### config.mk
export PLATFORM = sky130hd
export DESIGN_NAME = char_stream_tokenizer
export DESIGN_NICKNAME = d
export VERILOG_FILES = /design/src/sv/cst_pkg.sv /design/src/sv/cst_lexer_core.sv /design/src/sv/cst_token_fifo.sv /design/src/sv/char_stream_tokenizer.sv
export SDC_FILE = /design/constraint.sdc
export NUM_CORES = 1
export LEC_CHECK = 0
export BUFFER_PORTS_ARGS = -buffer_cell sky130_fd_sc_hd__buf_2
export CORE_MARGIN = 1.5
export CORE_UTILIZATION = 35
export CTS_CLUSTER_SIZE = 40
export DETAILED_ROUTE_END_ITERATION = 10
export SLEW_MARGIN = 20
export SYNTH_ARGS = -nofsm -noshare
export SYNTH_HDL_FRONTEND = slang
export SYNTH_SLANG_ARGS = --single-unit
### constraint.sdc
create_clock -name aclk -period 9.3 [get_ports aclk]
set_input_delay 0.465 -clock aclk [delete_from_list [all_inputs] [get_ports aclk]]
set_output_delay 0.465 -clock aclk [all_outputs]
set_load 0.1 [all_outputs]
### src/sv/cst_pkg.sv
// shared types and constants of the character stream tokenizer
package cst_pkg;

    localparam int MAX_WORD_LENGTH = 127;
    localparam int WORD_LIMIT_INT  = (MAX_WORD_LENGTH < 127) ? MAX_WORD_LENGTH : 127;
    localparam logic [6:0] WORD_LIMIT = 7'(WORD_LIMIT_INT);

    // result queue, power of two
    localparam int FIFO_DEPTH = 4;
    localparam int FIFO_AW    = $clog2(FIFO_DEPTH);
    localparam int FIFO_CW    = FIFO_AW + 1;

    typedef enum logic [3:0] {
        KIND_END     = 4'd0,
        KIND_INT     = 4'd1,
        KIND_IF      = 4'd2,
        KIND_IDENT   = 4'd3,
        KIND_NUMBER  = 4'd4,
        KIND_ASSIGN  = 4'd5,
        KIND_PLUS    = 4'd6,
        KIND_MINUS   = 4'd7,
        KIND_STAR    = 4'd8,
        KIND_SLASH   = 4'd9,
        KIND_LPAREN  = 4'd10,
        KIND_RPAREN  = 4'd11,
        KIND_LBRACE  = 4'd12,
        KIND_RBRACE  = 4'd13,
        KIND_SEMI    = 4'd14,
        KIND_UNKNOWN = 4'd15
    } kind_t;

    typedef enum logic [1:0] {
        MODE_IDLE   = 2'd0,
        MODE_WORD   = 2'd1,
        MODE_NUMBER = 2'd2
    } mode_t;

    typedef enum logic [2:0] {
        KW_NONE = 3'd0,
        KW_I    = 3'd1,
        KW_IN   = 3'd2,
        KW_INT  = 3'd3,
        KW_IF   = 3'd4
    } kw_t;

    typedef struct packed {
        kind_t      kind;
        logic [7:0] number_value;
        logic [6:0] word_length;
        logic [7:0] token_char;
        logic       last_of_item;
    } token_t;

    typedef struct packed {
        mode_t      mode;
        logic [6:0] word_count;
        logic [7:0] number_acc;
        kw_t        kw;
    } lex_state_t;

    typedef struct packed {
        logic [1:0] n_tokens;
        token_t     tok0;
        token_t     tok1;
        lex_state_t state_next;
    } lex_result_t;

    localparam token_t TOKEN_ZERO = '{kind: KIND_END, number_value: 8'd0,
                                      word_length: 7'd0, token_char: 8'd0,
                                      last_of_item: 1'b0};

    localparam lex_state_t LEX_STATE_RESET = '{mode: MODE_IDLE, word_count: 7'd0,
                                               number_acc: 8'd0, kw: KW_NONE};

endpackage

### src/sv/cst_lexer_core.sv
// one-character scan step: classifies the byte, updates the scan state, builds tokens
module cst_lexer_core
    import cst_pkg::*;
(
    input  logic [7:0]  char_code,
    input  logic        end_of_text,
    input  lex_state_t  state_cur,
    output lex_result_t result
);

    localparam logic [7:0] CH_LOWER_I = "i";
    localparam logic [7:0] CH_LOWER_N = "n";
    localparam logic [7:0] CH_LOWER_T = "t";
    localparam logic [7:0] CH_LOWER_F = "f";
    localparam logic [7:0] CH_ZERO    = "0";

    function automatic logic is_letter(input logic [7:0] c);
        return (c >= "A" && c <= "Z") || (c >= "a" && c <= "z") || c == "_";
    endfunction

    function automatic logic is_digit(input logic [7:0] c);
        return c >= "0" && c <= "9";
    endfunction

    function automatic logic is_space(input logic [7:0] c);
        return (c >= 8'd9 && c <= 8'd13) || c == 8'd32;
    endfunction

    function automatic kind_t op_kind(input logic [7:0] c);
        kind_t k;
        unique case (c)
            "=":     k = KIND_ASSIGN;
            "+":     k = KIND_PLUS;
            "-":     k = KIND_MINUS;
            "*":     k = KIND_STAR;
            "/":     k = KIND_SLASH;
            "(":     k = KIND_LPAREN;
            ")":     k = KIND_RPAREN;
            "{":     k = KIND_LBRACE;
            "}":     k = KIND_RBRACE;
            ";":     k = KIND_SEMI;
            default: k = KIND_UNKNOWN;
        endcase
        return k;
    endfunction

    logic       c_letter;
    logic       c_digit;
    logic       c_space;
    logic       in_word;
    logic       in_number;
    logic       has_pend;
    logic [7:0] digit_val;
    logic [7:0] acc_times_ten;
    token_t     pend_tok;
    token_t     op_tok;
    token_t     end_tok;
    kw_t        kw_ext;
    lex_result_t res;

    assign c_letter  = is_letter(char_code);
    assign c_digit   = is_digit(char_code);
    assign c_space   = is_space(char_code);
    assign in_word   = (state_cur.mode == MODE_WORD);
    assign in_number = (state_cur.mode == MODE_NUMBER);
    assign has_pend  = in_word || in_number;
    assign digit_val = char_code - CH_ZERO;
    // times ten as two shifts, kept modulo 256
    assign acc_times_ten = {state_cur.number_acc[4:0], 3'b000}
                         + {state_cur.number_acc[6:0], 1'b0};

    always_comb begin
        priority if (state_cur.kw == KW_I && char_code == CH_LOWER_N) begin
            kw_ext = KW_IN;
        end else if (state_cur.kw == KW_I && char_code == CH_LOWER_F) begin
            kw_ext = KW_IF;
        end else if (state_cur.kw == KW_IN && char_code == CH_LOWER_T) begin
            kw_ext = KW_INT;
        end else begin
            kw_ext = KW_NONE;
        end
    end

    always_comb begin
        pend_tok = TOKEN_ZERO;
        if (in_word) begin
            unique case (state_cur.kw)
                KW_INT:  pend_tok.kind = KIND_INT;
                KW_IF:   pend_tok.kind = KIND_IF;
                default: pend_tok.kind = KIND_IDENT;
            endcase
            pend_tok.word_length = state_cur.word_count;
        end else begin
            pend_tok.kind         = KIND_NUMBER;
            pend_tok.number_value = state_cur.number_acc;
        end
        op_tok            = TOKEN_ZERO;
        op_tok.kind       = op_kind(char_code);
        op_tok.token_char = char_code;
        end_tok           = TOKEN_ZERO;
    end

    always_comb begin
        res            = '0;
        res.tok0       = TOKEN_ZERO;
        res.tok1       = TOKEN_ZERO;
        res.state_next = state_cur;
        if (end_of_text) begin
            res.state_next = LEX_STATE_RESET;
            if (has_pend) begin
                res.n_tokens = 2'd2;
                res.tok0     = pend_tok;
                res.tok1     = end_tok;
            end else begin
                res.n_tokens = 2'd1;
                res.tok0     = end_tok;
            end
        end else if (in_word && (c_letter || c_digit)) begin
            if (state_cur.word_count < WORD_LIMIT) begin
                res.state_next.word_count = state_cur.word_count + 7'd1;
            end
            res.state_next.kw = kw_ext;
        end else if (in_number && c_digit) begin
            res.state_next.number_acc = acc_times_ten + digit_val;
        end else begin
            // pending token closes; the byte then starts something new
            res.state_next = LEX_STATE_RESET;
            if (c_letter) begin
                res.state_next.mode       = MODE_WORD;
                res.state_next.word_count = 7'd1;
                res.state_next.kw         = (char_code == CH_LOWER_I) ? KW_I : KW_NONE;
            end else if (c_digit) begin
                res.state_next.mode       = MODE_NUMBER;
                res.state_next.number_acc = digit_val;
            end
            if (has_pend) begin
                res.tok0 = pend_tok;
                if (!c_space && !c_letter && !c_digit) begin
                    res.n_tokens = 2'd2;
                    res.tok1     = op_tok;
                end else begin
                    res.n_tokens = 2'd1;
                end
            end else if (!c_space && !c_letter && !c_digit) begin
                res.n_tokens = 2'd1;
                res.tok0     = op_tok;
            end
        end
        if (res.n_tokens == 2'd1) begin
            res.tok0.last_of_item = 1'b1;
        end
        if (res.n_tokens == 2'd2) begin
            res.tok1.last_of_item = 1'b1;
        end
    end

    assign result = res;

endmodule

### src/sv/cst_token_fifo.sv
// small token queue taking up to two tokens and giving one per cycle while popped
module cst_token_fifo
    import cst_pkg::*;
(
    input  logic               aclk,
    input  logic               aresetn,
    input  logic [1:0]         push_cnt,
    input  token_t             push0,
    input  token_t             push1,
    input  logic               pop,
    output token_t             head,
    output logic [FIFO_CW-1:0] count
);

    token_t             mem [FIFO_DEPTH];
    logic [FIFO_AW-1:0] wr_ptr_reg;
    logic [FIFO_AW-1:0] wr_ptr_next;
    logic [FIFO_AW-1:0] rd_ptr_reg;
    logic [FIFO_AW-1:0] rd_ptr_next;
    logic [FIFO_CW-1:0] count_reg;
    logic [FIFO_CW-1:0] count_next;

    assign wr_ptr_next = wr_ptr_reg + FIFO_AW'(push_cnt);
    assign rd_ptr_next = rd_ptr_reg + FIFO_AW'(pop);
    assign count_next  = count_reg + FIFO_CW'(push_cnt) - FIFO_CW'(pop);

    always_ff @(posedge aclk) begin
        if (!aresetn) begin
            wr_ptr_reg <= '0;
            rd_ptr_reg <= '0;
            count_reg  <= '0;
        end else begin
            wr_ptr_reg <= wr_ptr_next;
            rd_ptr_reg <= rd_ptr_next;
            count_reg  <= count_next;
        end
    end

    always_ff @(posedge aclk) begin
        if (push_cnt != 2'd0) begin
            mem[wr_ptr_reg] <= push0;
        end
        if (push_cnt == 2'd2) begin
            mem[wr_ptr_reg + FIFO_AW'(1)] <= push1;
        end
    end

    assign head  = mem[rd_ptr_reg];
    assign count = count_reg;

endmodule

### src/sv/char_stream_tokenizer.sv
// top level of the byte-serial tokenizer: input register, scan step, token queue
//
// Takes one source byte per request and returns tokens: keywords int and if,
// identifiers with a saturating length, decimal numbers modulo 256, the ten
// single-character operators and unknown bytes, plus an end token for each
// end-of-text request. A request is taken every cycle while the four-entry
// token queue has room for two more tokens; it is held in the input
// register, where the scan step decides its tokens and the next scan state,
// and its tokens go into the queue, whose head drives m_valid, as the
// register moves on. The queue drains one token per cycle while m_ready
// is high, so the sustained rate is one request per cycle as long as
// requests average at most one token each; a request that closes a word
// or number and also yields its own token leaves two tokens to drain.
module char_stream_tokenizer
    import cst_pkg::*;
(
    input  logic       aclk,
    input  logic       aresetn,
    // source byte requests
    input  logic       s_valid,
    output logic       s_ready,
    input  logic [7:0] s_char_code,
    input  logic       s_end_of_text,
    // token results
    output logic       m_valid,
    input  logic       m_ready,
    output logic [3:0] m_token_kind,
    output logic [7:0] m_number_value,
    output logic [6:0] m_word_length,
    output logic [7:0] m_token_char,
    output logic       m_last_of_item
);

    localparam logic [FIFO_CW-1:0] ROOM_LIMIT = FIFO_CW'(FIFO_DEPTH - 2);

    // input register
    logic        stage_valid_reg;
    logic [7:0]  stage_char_reg;
    logic        stage_eot_reg;
    // scan state that carries from byte to byte
    lex_state_t  state_reg;

    lex_result_t lex_res;
    token_t      head;
    logic [FIFO_CW-1:0] fifo_count;
    logic        proceed;
    logic        pop;
    logic [1:0]  push_cnt;

    // the staged byte moves on once the queue can hold both of its tokens
    assign proceed  = stage_valid_reg && (fifo_count <= ROOM_LIMIT);
    assign s_ready  = !stage_valid_reg || proceed;
    assign pop      = m_valid && m_ready;
    assign push_cnt = proceed ? lex_res.n_tokens : 2'd0;

    always_ff @(posedge aclk) begin
        if (!aresetn) begin
            stage_valid_reg <= 1'b0;
            state_reg       <= LEX_STATE_RESET;
        end else begin
            if (s_ready) begin
                stage_valid_reg <= s_valid;
            end
            if (proceed) begin
                state_reg <= lex_res.state_next;
            end
        end
    end

    // payload of the input register, no reset needed
    always_ff @(posedge aclk) begin
        if (s_valid && s_ready) begin
            stage_char_reg <= s_char_code;
            stage_eot_reg  <= s_end_of_text;
        end
    end

    cst_lexer_core u_core (
        .char_code   (stage_char_reg),
        .end_of_text (stage_eot_reg),
        .state_cur   (state_reg),
        .result      (lex_res)
    );

    cst_token_fifo u_fifo (
        .aclk     (aclk),
        .aresetn  (aresetn),
        .push_cnt (push_cnt),
        .push0    (lex_res.tok0),
        .push1    (lex_res.tok1),
        .pop      (pop),
        .head     (head),
        .count    (fifo_count)
    );

    // head of the queue drives the result ports
    assign m_valid        = (fifo_count != '0);
    assign m_token_kind   = head.kind;
    assign m_number_value = head.number_value;
    assign m_word_length  = head.word_length;
    assign m_token_char   = head.token_char;
    assign m_last_of_item = head.last_of_item;

endmodule

==> reports/qor.txt <==
internal power: 1.21 mW
DRC viols: 0
vias: 6448
DR pass1 iterations: 5
Post-Synth Simple-Gate Area: 0.179
Root Buffer: clkbuf_16
Critical-path top delay cell: edfxtp_1
Synth cell types: 79
final design utilization: 0.399
nets: 858
Synth Area in Compound Gates: 0.185
Tmin final: 5.17 ns
Min-Delay Path Class: input port to register
met3 WL: 854 um
Post-CTS Hold Fix Bufs: 0
total CTS buffers: 17
Req. time, crit path: 9.36 ns
Hold Vio Cnt, Final: 0
unrepaired setup endpoints after global routing: no
DP Cell Count: 1113
Final Max Slew Viols: 0
Worst path max stage delay: 0.72 ns
routed len/inst: 18.9 um
Slew @ Worst Pin: 1.04 ns
Switch Pwr: 0.760 mW
WS Path Type: register to register
Arr. time, crit path: 5.23 ns
Final Cycle Share: 0.556
CP Capture Type: register
sequential power share: 0.378
post-synth top area share: 0.224
peak supply drop: 0.125 mV
GP Congestion: 0.856
overall power: 1.97 mW
top cell type by total area after synthesis: edfxtp_1
main combinational cell family by area after synthesis: compound AO/OA/AOI/OAI gates
Worst R2R Start: stage_char_reg[2]$_DFFE_PP_
Leak Pwr: 3.17 nW
Die Ht: 156 um
FFs w/ async S/R, synth: 0
headroom to the max-slew limit: 0.308
WP buf/inv: 1
post-CTS sizing: 0
CTS tree: yes
Worst Skew: 0.0114 ns
highest routed layer: met4
Via density: 5.63
switching fraction of total power: 0.386
Reg clk slew, reported paths: 0.07 ns
Synth Instances: 815
WL met1: 10500 um
synthesized area: 8190 um2
number of flip-flops under the largest register name: 112
logic gate share of total power: 0.294
Reg area: 3590 um2
mean post-synth cell area: 10.0 um2
Core ar.: 22800 um2
type of origin of the critical path: register
Most used DFF post-synth: dfxtp_1
syn nets: 854
Die ar.: 24300 um2
CP top delay family: simple AND/OR/NAND/NOR gates
max_cap viols: 0
crit path from: stage_char_reg[2]$_DFFE_PP_
status: completed
CTS Sinks: 149
synthesized flop and latch total: 149
PortBufs: 42
Post-DP HPWL: 14800 um
Synth warnings: 0
first-pass GRT wire length: 34400 um
Initial Utilization: 0.359
Hold Startpoint: s_char_code[4]
met2 WL: 9960 um
Setup Viol. Count Final: 0
Multi-input gate area: 4210 um2
die width: 156 um
largest net degree at the start of global routing: 69
Clock power frac: 0.327
PwrDens: 216 nW/um2
number of synthesized flops with an enable pin: 61
final antenna-violating net count: 0
Max Buffers Root-to-Sink: 2
initial antenna violation count: 0
Setup Buffers After CTS: 0
sequential share of the synthesized area: 0.439
WHS: 0.206 ns
Post-Route WL: 21700 um
htree depth: 4
synth cell count leaders: dfxtp_1 (88), nand3_1 (85), a21oi_1 (82), o21ai_0 (72), edfxtp_1 (61)
Max Fclk: 193 MHz
drt initial violations: 502
worst-skew pair later-pin latency: 0.43 ns
share of post-route cells with drive strength above 1: 0.178
vias in the first global route: 6107
fin cells: 1145
Top Ports: 43
diode count: 0
GRT Total Usage: 0.183
most frequent cell after synthesis: dfxtp_1
crit-path max FO: 68
post-synthesis adder-cell area fraction: 0.0452
Reg2Reg Setup Slack: 4.13 ns
post-synthesis xor/xnor area fraction: 0.0193
Overflow after GRT: 0
mux contribution to synthesized area: 0.0848
FILL cells: 2202
area delta synth->final: 11.1%
dominant cells by area after synthesis: edfxtp_1 (22%), dfxtp_1 (22%), mux4_2 (7.7%), nand3_1 (5.2%), a21oi_1 (5.0%)
Final TNS setup: 0 ns
row count: 55
CP cell instances: nor4_4 -> a311oi_2 -> a211o_1 -> nor3_2 -> ha_1 -> nor2b_1 -> nor2_1 -> nor2_1 -> a21o_2 -> buf_4 -> nand2_1 -> nand2_1
[power by group through the flow]
stage	clock [mW]	sequential (mW)	combinational, mW
finish	0.644	0.745	0.579
floorplan	0	0.733	0.499
global route	0.682	0.750	0.613
detailed placement	0	0.759	0.581
global placement	0	0.758	0.583
CTS	0.653	0.745	0.582
[final timing paths]
kind / end / cells after the start
worst max-delay path: u_fifo.mem[1][4]$_DFFE_PP_ / 12
worst min-delay path: stage_char_reg[4]$_DFFE_PP_ / 1
worst max register to register: u_fifo.mem[1][4]$_DFFE_PP_ / 12
worst min register to register: u_fifo.mem[3][12]$_SDFFE_PP0N_ / 2
[kinds of logic after synthesis]
| group | Yosys count |
|---|---|
| adder cells (fa/ha/maj) | 26 |
| AND/OR/NAND/NOR | 259 |
| flip-flops | 149 |
| AO/OA/AOI/OAI | 237 |
| XOR/XNOR | 18 |
| buffers and inverters | 92 |
| multiplexers | 34 |
[cell type report]
cell class / instances / share of cell area
clock buffer: 18 / 0.0472
clock inverter: 14 / 0.0124
inverter: 29 / 0.0120
multi-input combinational: 574 / 0.462
sequential: 149 / 0.395
tap: 313 / 0.0430
timing repair buffer: 48 / 0.0281
[worst reg2reg max path: stages, from the launching register on]
cell and delay, ns:
edfxtp_1 0.72, nor4_4 0.51, a311oi_2 0.18, a211o_1 0.38, nor3_2 0.60, ha_1 0.29, nor2b_1 0.18, nor2_1 0.07
nor2_1 0.41, a21o_2 0.21, buf_4 0.54, nand2_1 0.22, nand2_1 0.50
[stage by stage]
stage,setup WS (ns),cell area (um2)
floorplan,5.34,8190
global placement,4.40,8560
detailed placement,4.25,8560
CTS,4.22,9100
global route,3.78,9100
finish,4.13,9100
[layout by cell type, fill, tap and decap left out, types with 4 or more instances in the layout]
cell       count
xnor2_1       15
and2_1        33
nor3b_1        8
nor2b_1        7
inv_6          6
nand4b_1       5
clkbuf_16     17
nand4_1        7
inv_4          4
and3_1        13
o2bb2ai_1      5
nor2_1        16
nand2b_1       5
buf_2         42
ha_1          20
or3_1          5
o211ai_1       5
a22o_1         5
edfxtp_1      61
o21ai_1        5
mux4_2        28
nor4_1         4
a31o_2         4
o22ai_1        5
fa_1           6
nand3b_1       4
a21oi_2        4
o21ai_0       72
buf_4          6
dfxtp_1       87
nor3_1         7
nand2_1       39
a21oi_1       82
a21boi_0      11
nand3_1       85
inv_1         27
[per-layer routing]
metal  GRT usage  up-vias
met1       0.265     3188
met2       0.283      178
li1            -     3056
met5           0        -
met4      0.0608        0
met3      0.0242       26
No activity file was read; power rests on OpenSTA's default activity.
